### config.mk
export PLATFORM = sky130hd
export DESIGN_NAME = pi_duty_cycle_regulator_top
export DESIGN_NICKNAME = d
export VERILOG_FILES = /design/src/rtl/pdcr_pkg.sv /design/src/rtl/pdcr_divider.sv /design/src/rtl/pi_duty_cycle_regulator_top.sv
export SDC_FILE = /design/constraint.sdc
export NUM_CORES = 1
export LEC_CHECK = 0
export BUFFER_PORTS_ARGS = -buffer_cell sky130_fd_sc_hd__buf_4
export CORE_MARGIN = 5
export CORE_UTILIZATION = 51
export CTS_CLUSTER_DIAMETER = 150
export DETAILED_ROUTE_END_ITERATION = 10
export MAX_ROUTING_LAYER = met4
export PLACE_DENSITY = 0.71
export SLEW_MARGIN = 15
export SYNTH_ARGS = -nofsm -noshare
export SYNTH_HDL_FRONTEND = slang
export SYNTH_SLANG_ARGS = --single-unit
### constraint.sdc
create_clock -name clk -period 6.1 [get_ports clk]
set_input_delay 1.22 -clock clk [delete_from_list [all_inputs] [get_ports clk]]
set_output_delay 1.22 -clock clk [all_outputs]
set_load 0.02 [all_outputs]
### src/rtl/pdcr_pkg.sv
// Shared widths, register indexes and types of the duty-cycle regulator.
package pdcr_pkg;

  localparam int FB_BITS   = 12;
  localparam int ERR_BITS  = 13;
  localparam int PDIV_BITS = 12;
  localparam int DIV_BITS  = 24;
  localparam int DUTY_BITS = 9;
  localparam int INTE_BITS = 16;
  localparam int SUM_BITS  = 18;
  localparam int ADDR_BITS = 5;
  localparam int DATA_BITS = 32;

  localparam logic [2:0] REG_SETPOINT    = 3'd0;
  localparam logic [2:0] REG_ERROR_UPPER = 3'd1;
  localparam logic [2:0] REG_ERROR_LOWER = 3'd2;
  localparam logic [2:0] REG_PROP_DIV    = 3'd3;
  localparam logic [2:0] REG_INTEG_DIV   = 3'd4;
  localparam logic [2:0] REG_DUTY_UPPER  = 3'd5;
  localparam logic [2:0] REG_DUTY_LOWER  = 3'd6;

  typedef struct packed {
    logic busy;
    logic done;
  } div_status_t;

endpackage

### src/rtl/pdcr_divider.sv
// Iterative restoring divider: one quotient bit per cycle, unsigned operands.
module pdcr_divider
  import pdcr_pkg::*;
#(
  parameter int NBITS = 24
) (
  input  logic                clk,
  input  logic                rst,
  input  logic                start,
  input  logic [NBITS-1:0]    dividend,
  input  logic [DIV_BITS-1:0] divisor,
  output logic [NBITS-1:0]    quotient,
  output div_status_t         status
);

  localparam int CW = $clog2(NBITS + 1);

  logic [NBITS-1:0]    acc;
  logic [DIV_BITS-1:0] rem;
  logic [DIV_BITS-1:0] dsr;
  logic [CW-1:0]       cnt;
  logic                busy;
  logic                done;

  logic [DIV_BITS:0]   trial;
  logic                qbit;
  logic [DIV_BITS:0]   rem_next;

  // The dividend shifts out at the top of acc while quotient bits enter below.
  always_comb begin
    trial    = {rem, acc[NBITS-1]};
    qbit     = (trial >= {1'b0, dsr});
    rem_next = qbit ? (trial - {1'b0, dsr}) : trial;
  end

  always_ff @(posedge clk) begin
    if (rst) begin
      busy <= 1'b0;
      done <= 1'b0;
      cnt  <= '0;
    end else begin
      done <= 1'b0;
      if (start) begin
        acc  <= dividend;
        dsr  <= divisor;
        rem  <= '0;
        cnt  <= CW'(NBITS);
        busy <= 1'b1;
      end else if (busy) begin
        rem <= rem_next[DIV_BITS-1:0];
        acc <= {acc[NBITS-2:0], qbit};
        cnt <= cnt - CW'(1);
        if (cnt == CW'(1)) begin
          busy <= 1'b0;
          done <= 1'b1;
        end
      end
    end
  end

  assign quotient    = acc;
  assign status.busy = busy;
  assign status.done = done;

endmodule

### src/rtl/pi_duty_cycle_regulator_top.sv
// Top level of the incremental PI duty-cycle regulator with clamping.
// A sample is accepted only while idle; in_stall is high until its duty result is registered.
// The shared divider, one quotient bit per cycle, is used twice per sample.
// A finished result waits in the output register while the next sample is accepted.
// Synchronous reset clears the integrator, the duty and the registers to defaults.
module pi_duty_cycle_regulator_top
  import pdcr_pkg::*;
#(
  parameter int INTEGRATOR_BITS = 24
) (
  input  logic                 clk,
  input  logic                 rst,
  input  logic                 in_valid,
  output logic                 in_stall,
  input  logic [FB_BITS-1:0]   feedback,
  output logic                 out_valid,
  input  logic                 out_stall,
  output logic [DUTY_BITS-1:0] duty_cycle,
  output logic                 at_upper_limit,
  output logic                 at_lower_limit,
  input  logic                 psel,
  input  logic                 penable,
  input  logic                 pwrite,
  input  logic [ADDR_BITS-1:0] paddr,
  input  logic [DATA_BITS-1:0] pwdata,
  output logic [DATA_BITS-1:0] prdata,
  output logic                 pready
);

  localparam int IB = INTEGRATOR_BITS;

  typedef enum logic [2:0] {
    S_IDLE,
    S_INTEG,
    S_PDIV,
    S_IDIV,
    S_SUM
  } state_t;

  // Configuration registers
  logic [FB_BITS-1:0]   setpoint;
  logic [ERR_BITS-1:0]  error_upper;
  logic [ERR_BITS-1:0]  error_lower;
  logic [PDIV_BITS-1:0] prop_divisor;
  logic [DIV_BITS-1:0]  integral_divisor;
  logic [DUTY_BITS-1:0] duty_upper;
  logic [DUTY_BITS-1:0] duty_lower;

  logic [2:0] reg_idx;
  logic       cfg_write;

  assign pready    = 1'b1;
  assign reg_idx   = paddr[4:2];
  assign cfg_write = psel & penable & pwrite;

  always_ff @(posedge clk) begin
    if (rst) begin
      setpoint         <= '0;
      error_upper      <= 13'h0FFF;
      error_lower      <= 13'h1000;
      prop_divisor     <= 12'd1;
      integral_divisor <= 24'd1;
      duty_upper       <= 9'h1FF;
      duty_lower       <= '0;
    end else if (cfg_write) begin
      unique case (reg_idx)
        REG_SETPOINT:    setpoint         <= pwdata[FB_BITS-1:0];
        REG_ERROR_UPPER: error_upper      <= pwdata[ERR_BITS-1:0];
        REG_ERROR_LOWER: error_lower      <= pwdata[ERR_BITS-1:0];
        REG_PROP_DIV:    prop_divisor     <= pwdata[PDIV_BITS-1:0];
        REG_INTEG_DIV:   integral_divisor <= pwdata[DIV_BITS-1:0];
        REG_DUTY_UPPER:  duty_upper       <= pwdata[DUTY_BITS-1:0];
        REG_DUTY_LOWER:  duty_lower       <= pwdata[DUTY_BITS-1:0];
        default: ;
      endcase
    end
  end

  always_comb begin
    unique case (reg_idx)
      REG_SETPOINT:    prdata = DATA_BITS'(setpoint);
      REG_ERROR_UPPER: prdata = DATA_BITS'(error_upper);
      REG_ERROR_LOWER: prdata = DATA_BITS'(error_lower);
      REG_PROP_DIV:    prdata = DATA_BITS'(prop_divisor);
      REG_INTEG_DIV:   prdata = DATA_BITS'(integral_divisor);
      REG_DUTY_UPPER:  prdata = DATA_BITS'(duty_upper);
      REG_DUTY_LOWER:  prdata = DATA_BITS'(duty_lower);
      default:         prdata = '0;
    endcase
  end

  // Datapath state
  state_t                state;
  logic [ERR_BITS-1:0]   err;
  logic [IB-1:0]         integrator;
  logic [DUTY_BITS-1:0]  duty_now;
  logic [ERR_BITS:0]     prop;
  logic [INTE_BITS-1:0]  inte;

  // Error of the incoming sample, clamped upper first and then lower.
  logic signed [ERR_BITS:0] err_raw;
  logic signed [ERR_BITS:0] err_up;
  logic signed [ERR_BITS:0] err_lo;
  logic signed [ERR_BITS:0] err_clamped;

  always_comb begin
    err_raw = $signed({2'b00, setpoint}) - $signed({2'b00, feedback});
    err_up  = $signed({error_upper[ERR_BITS-1], error_upper});
    err_lo  = $signed({error_lower[ERR_BITS-1], error_lower});
    err_clamped = err_raw;
    if (err_clamped > err_up) err_clamped = err_up;
    if (err_clamped < err_lo) err_clamped = err_lo;
  end

  // Saturating integrator update: overflow shows as differing top two bits.
  logic [IB:0]   integ_sum;
  logic [IB-1:0] integ_next;

  always_comb begin
    integ_sum = {integrator[IB-1], integrator}
              + {{(IB + 1 - ERR_BITS){err[ERR_BITS-1]}}, err};
    if (integ_sum[IB] != integ_sum[IB-1]) begin
      integ_next = integ_sum[IB] ? {1'b1, {(IB-1){1'b0}}} : {1'b0, {(IB-1){1'b1}}};
    end else begin
      integ_next = integ_sum[IB-1:0];
    end
  end

  // Divider operands: magnitudes, with a zero divisor acting as one.
  logic [ERR_BITS-1:0] err_mag;
  logic [IB-1:0]       integ_mag;
  logic                div_start;
  logic [IB-1:0]       div_dividend;
  logic [DIV_BITS-1:0] div_divisor;
  logic [IB-1:0]       div_quot;
  div_status_t         div_st;

  assign err_mag   = err[ERR_BITS-1] ? (~err + ERR_BITS'(1)) : err;
  assign integ_mag = integrator[IB-1] ? (~integrator + IB'(1)) : integrator;
  assign div_start = (state == S_INTEG) || ((state == S_PDIV) && div_st.done);

  always_comb begin
    if (state == S_INTEG) begin
      div_dividend = {{(IB - ERR_BITS){1'b0}}, err_mag};
      div_divisor  = (prop_divisor == '0) ? DIV_BITS'(1) : DIV_BITS'(prop_divisor);
    end else begin
      div_dividend = integ_mag;
      div_divisor  = (integral_divisor == '0) ? DIV_BITS'(1) : integral_divisor;
    end
  end

  pdcr_divider #(
    .NBITS(IB)
  ) u_div (
    .clk      (clk),
    .rst      (rst),
    .start    (div_start),
    .dividend (div_dividend),
    .divisor  (div_divisor),
    .quotient (div_quot),
    .status   (div_st)
  );

  // Signed quotients; the integral term saturates to 16 bits.
  logic [ERR_BITS:0]    prop_q;
  logic [INTE_BITS-1:0] inte_q;

  always_comb begin
    prop_q = {1'b0, div_quot[ERR_BITS-1:0]};
    if (err[ERR_BITS-1]) prop_q = ~prop_q + (ERR_BITS + 1)'(1);
    if (integrator[IB-1]) begin
      inte_q = (div_quot > IB'(32768)) ? 16'h8000
                                        : (~div_quot[INTE_BITS-1:0] + INTE_BITS'(1));
    end else begin
      inte_q = (div_quot > IB'(32767)) ? 16'h7FFF : div_quot[INTE_BITS-1:0];
    end
  end

  // New duty: signed sum against the limits, upper test first.
  logic signed [SUM_BITS-1:0] duty_sum;
  logic                       hit_upper;
  logic                       hit_lower;
  logic                       slot_free;

  always_comb begin
    duty_sum  = $signed({{(SUM_BITS - DUTY_BITS){1'b0}}, duty_now})
              + $signed({{(SUM_BITS - ERR_BITS - 1){prop[ERR_BITS]}}, prop})
              + $signed({{(SUM_BITS - INTE_BITS){inte[INTE_BITS-1]}}, inte});
    hit_upper = duty_sum >= $signed({{(SUM_BITS - DUTY_BITS){1'b0}}, duty_upper});
    hit_lower = duty_sum <= $signed({{(SUM_BITS - DUTY_BITS){1'b0}}, duty_lower});
  end

  assign slot_free = !out_valid || !out_stall;
  assign in_stall  = (state != S_IDLE);

  always_ff @(posedge clk) begin
    if (rst) begin
      state      <= S_IDLE;
      integrator <= '0;
      duty_now   <= '0;
      out_valid  <= 1'b0;
    end else begin
      // In S_SUM the output register is handled by the state's own branch.
      if (out_valid && !out_stall && (state != S_SUM)) out_valid <= 1'b0;
      unique case (state)
        S_IDLE: begin
          if (in_valid) begin
            err   <= err_clamped[ERR_BITS-1:0];
            state <= S_INTEG;
          end
        end
        S_INTEG: begin
          integrator <= integ_next;
          state      <= S_PDIV;
        end
        S_PDIV: begin
          if (div_st.done) begin
            prop  <= prop_q;
            state <= S_IDIV;
          end
        end
        S_IDIV: begin
          if (div_st.done) begin
            inte  <= inte_q;
            state <= S_SUM;
          end
        end
        S_SUM: begin
          if (slot_free) begin
            if (hit_upper) begin
              duty_now       <= duty_upper;
              duty_cycle     <= duty_upper;
              at_upper_limit <= 1'b1;
              at_lower_limit <= 1'b0;
            end else if (hit_lower) begin
              duty_now       <= duty_lower;
              duty_cycle     <= duty_lower;
              at_upper_limit <= 1'b0;
              at_lower_limit <= 1'b1;
            end else begin
              duty_now       <= duty_sum[DUTY_BITS-1:0];
              duty_cycle     <= duty_sum[DUTY_BITS-1:0];
              at_upper_limit <= 1'b0;
              at_lower_limit <= 1'b0;
            end
            out_valid <= 1'b1;
            state     <= S_IDLE;
          end
        end
        default: state <= S_IDLE;
      endcase
    end
  end

endmodule

==> impl_metrics.csv <==
group,metric,value,unit
clock_network,clk_path_buf_depth,3,
detailed_routing,dr.pass1.iters,6,
cells_and_area,final_common_cell,"nand2_1",
sta,finalCritPeriodShare,96.6,%
logic_synthesis,syn_area_per_cell,8.75,um2
placed_design,globalplace.congestion,1.05,
logic_synthesis,synth-edff-count,126,
clock_network,root_buffer,"clkbuf_16",
logic_synthesis,synth_compound_area_share,19.6,%
logic_synthesis,syn_inst,2055,
run_status,outcome,"completed",
sta,min_period,5890,ps
pwr,swShare,31.0,%
logic_synthesis,syn_area,18000,um2
run,max_cap_viol_count,0,
logic_synthesis,synth-simple-area-share,17.8,%
logic_synthesis,synth_xor_area_share,5.07,%
detailed_routing,wl_per_cell,18.6,um
pwr,peakVddDrop,0.195,mV
logic_synthesis,async_reset_ff_share,0,%
pwr,power_leakage,8.36,nW
cells_and_area,layout_common_cells,"nand2_1, nor2_1, a21oi_1, buf_4, dfxtp_1",
cells_and_area,drive_gt1_share,14.0,%
clock_network,numCtsBuffers,30,
critical_path,crit_fanout,8,
placed_design,hpwl,35700,um
placed_design,place_inst,2554,
pwr,p_comb_share,25.5,%
detailed_routing,routed_wl,48900,um
cells_and_area,nFillCells,2975,
sta,worstMarginPinSlew,1070,ps
cells_and_area,fin_nets,2342,
die,dieArea,39100,um2
hold_path,hold_class,"flop to flop",
logic_synthesis,ys_seq_area_share,36.2,%
placed_design,place_worst_setup_slack,-482,ps
cells_and_area,insertedDiodeCount,0,
critical_path,crit_path_end_kind,"flop",
logic_synthesis,ys_ff_latch,262,
die,start_util,51.9,%
global_route,track_usage,25.0,%
global_route,overflow,0,
detailed_routing,via_count,15717,
detailed_routing,vias_per_cell,5.99,
logic_synthesis,synth_top_family_by_area,"compound AO/OA/AOI/OAI gates",
pwr,power.internal,3.57,mW
detailed_routing,ant_nets,0,
pwr,seq_power_share,39.9,%
die,die_x,198,um
detailed_routing,initialDrtViolationCount,1427,
placed_design,place_area,19300,um2
sta,final-setup-viol-count,0,
global_route,grt_pass1_vias,14846,
pwr,power_density,252,nW/um2
logic_synthesis,ys.flop_type,"dfxtp_1",
sta,timing.final.ws_setup,207,ps
clock_network,h-tree-depth,1,
cells_and_area,finish.utilization,59.3,%
sta,hold_viol_final,0,
die,num_rows,68,
clock_network,clock-sinks,262,
logic_synthesis,ys_warn_count,0,
global_route,grt_max_degree,94,
die,core_area,34600,um2
clock_network,ctsHoldBuffers,0,
die,top_level_ports,102,
logic_synthesis,yosysUniqueCellTypes,78,
placed_design,port_buffers,82,
global_route,antenna_found_initial,0,
logic_synthesis,synthMuxAreaShare,5.48,%
sta,fmax,170,MHz
sta,fin_skew,22.5,ps
clock_network,cts_tree,"yes",
detailed_routing,drcViolationCount,0,
critical_path,criticalPathCategory,"input pin to flop",
die,die_h,198,um
critical_path,cp_data_required_time,6410,ps
cells_and_area,instances_no_fill,2622,
critical_path,startpoint_type,"input pin",
cells_and_area,area_growth,14.2,%
logic_synthesis,synth_adder_area_share,10.6,%
sta,slew_viol_final,0,
sta,slew_headroom,28.9,%
cells_and_area,final_cell_area,20500,um2
pwr,clkPwrFrac,34.6,%
clock_network,path_clk_slew,60,ps
clock_network,insertion_delay,560,ps
pwr,power.total,5.17,mW
critical_path,critPathArrivalTime,6200,ps
pwr,p_switching,1.60,mW
global_route,grt_pass1_wl,78500,um
-- logic make-up after synthesis --
logic type / after synthesis
compound gates: 548
xor+xnor: 104
fa+ha+maj: 145
buf+inv: 232
flops: 262
mux: 85
other cells: 2
simple gates: 677
-- worst max-delay path, cell delays in order --
cell and delay [ps]:
buf_4 110, ha_2 210, fa_2 350, nor2b_1 110, o21ai_1 90, a21boi_1 180
o211ai_1 110, nand2_1 130, a21oi_1 90, xnor2_1 270, ha_1 310, a21oi_1 140
o21ai_0 150, a221oi_4 300, buf_4 160, a21oi_2 60, nor2_2 170, buf_6 170
buf_6 140, mux2_2 350, ha_1 300, nand4_1 120, nor2_1 140, o31ai_2 90
a41oi_2 210, buf_6 180, mux2_2 340
-- final timing paths --
path         cells after the start            startpoint              endpoint  slack (ps)
min reg2reg                      2  integral_divisor[16]  integral_divisor[16]         480
max reg2reg                     27           setpoint[1]                err[7]         480
min                              2  integral_divisor[16]  integral_divisor[16]         480
max                             27           feedback[0]                err[0]         210
-- cells in the mapped netlist, types with 13 or more instances --
library cell	instances	area, um2
and2_1	26	163
nor2b_1	20	125
mux2_2	27	304
ha_1	130	1630
a211o_1	13	114
a21oi_1	170	851
mux2i_1	50	500
nor4_1	17	106
clkbuf_1	78	293
nand2_1	236	886
a21o_1	45	338
nor2_1	189	709
edfxtp_1	126	3780
o21ai_0	110	551
xnor2_1	66	578
or3_1	20	125
fa_1	13	260
nand4_1	19	119
a211oi_1	38	285
buf_1	13	48.8
a22oi_1	13	97.6
dfxtp_1	136	2720
inv_1	127	477
nand2b_1	21	131
xor2_1	38	333
o21a_1	14	105
o211ai_1	31	233
nand3_1	36	180
nor3_1	32	160
-- power groups by stage --
| stage | clock (mW) | sequential [mW] | combinational, mW |
|---|---|---|---|
| 3_3_place_gp | 0 | 2.09 | 1.25 |
| 4_1_cts | 1.82 | 2.06 | 1.29 |
| 3_5_place_dp | 0 | 2.10 | 1.28 |
| 5_1_grt | 1.90 | 2.07 | 1.47 |
| 2_1_floorplan | 0 | 2.06 | 0.984 |
| 6_report | 1.79 | 2.06 | 1.32 |
-- cell type report --
| type | instances | area [um2] | area share [%] |
|---|---|---|---|
| Multi-Input combinational cell | 1568 | 10800 | 52.6 |
| Sequential cell | 262 | 6510 | 31.7 |
| Timing Repair Buffer | 154 | 1180 | 5.76 |
| Clock buffer | 40 | 850 | 4.14 |
| Tap cell | 455 | 569 | 2.77 |
| Inverter | 127 | 477 | 2.32 |
| Clock inverter | 16 | 141 | 0.689 |
-- through the flow --
step,TNS (ps),hold slack (ps)
after floorplan,0,449
after global placement,-5160,473
after detailed placement,-6120,475
after CTS,0,483
after global routing,-32.7,514
final,0,482
-- flip-flops by register name (all words and copies together), names as in the netlist, 12 cells and up --
register,flops
setpoint,12
u_div.quotient,24
error_upper,13
prop,14
prop_divisor,12
u_div.dsr,24
u_div.rem,24
integrator,24
integral_divisor,24
err,13
error_lower,13
inte,16
-- what timing repair did --
action                                  4_1_cts  5_1_grt
endpoints found under the setup margin        0       13
hold endpoints to repair                      0        0
setup buffers                                 0       10
resized for setup                             0       47
-- metal layers --
metal	vias up	routed length, um	global-route usage, %
met2	526	22300	39.0
met4	0	1700	7.65
met3	106	2810	2.72
met5	-	0	-
li1	7604	-	-
met1	7481	22000	34.6
Note: power is estimated with default switching activity, not from simulation.
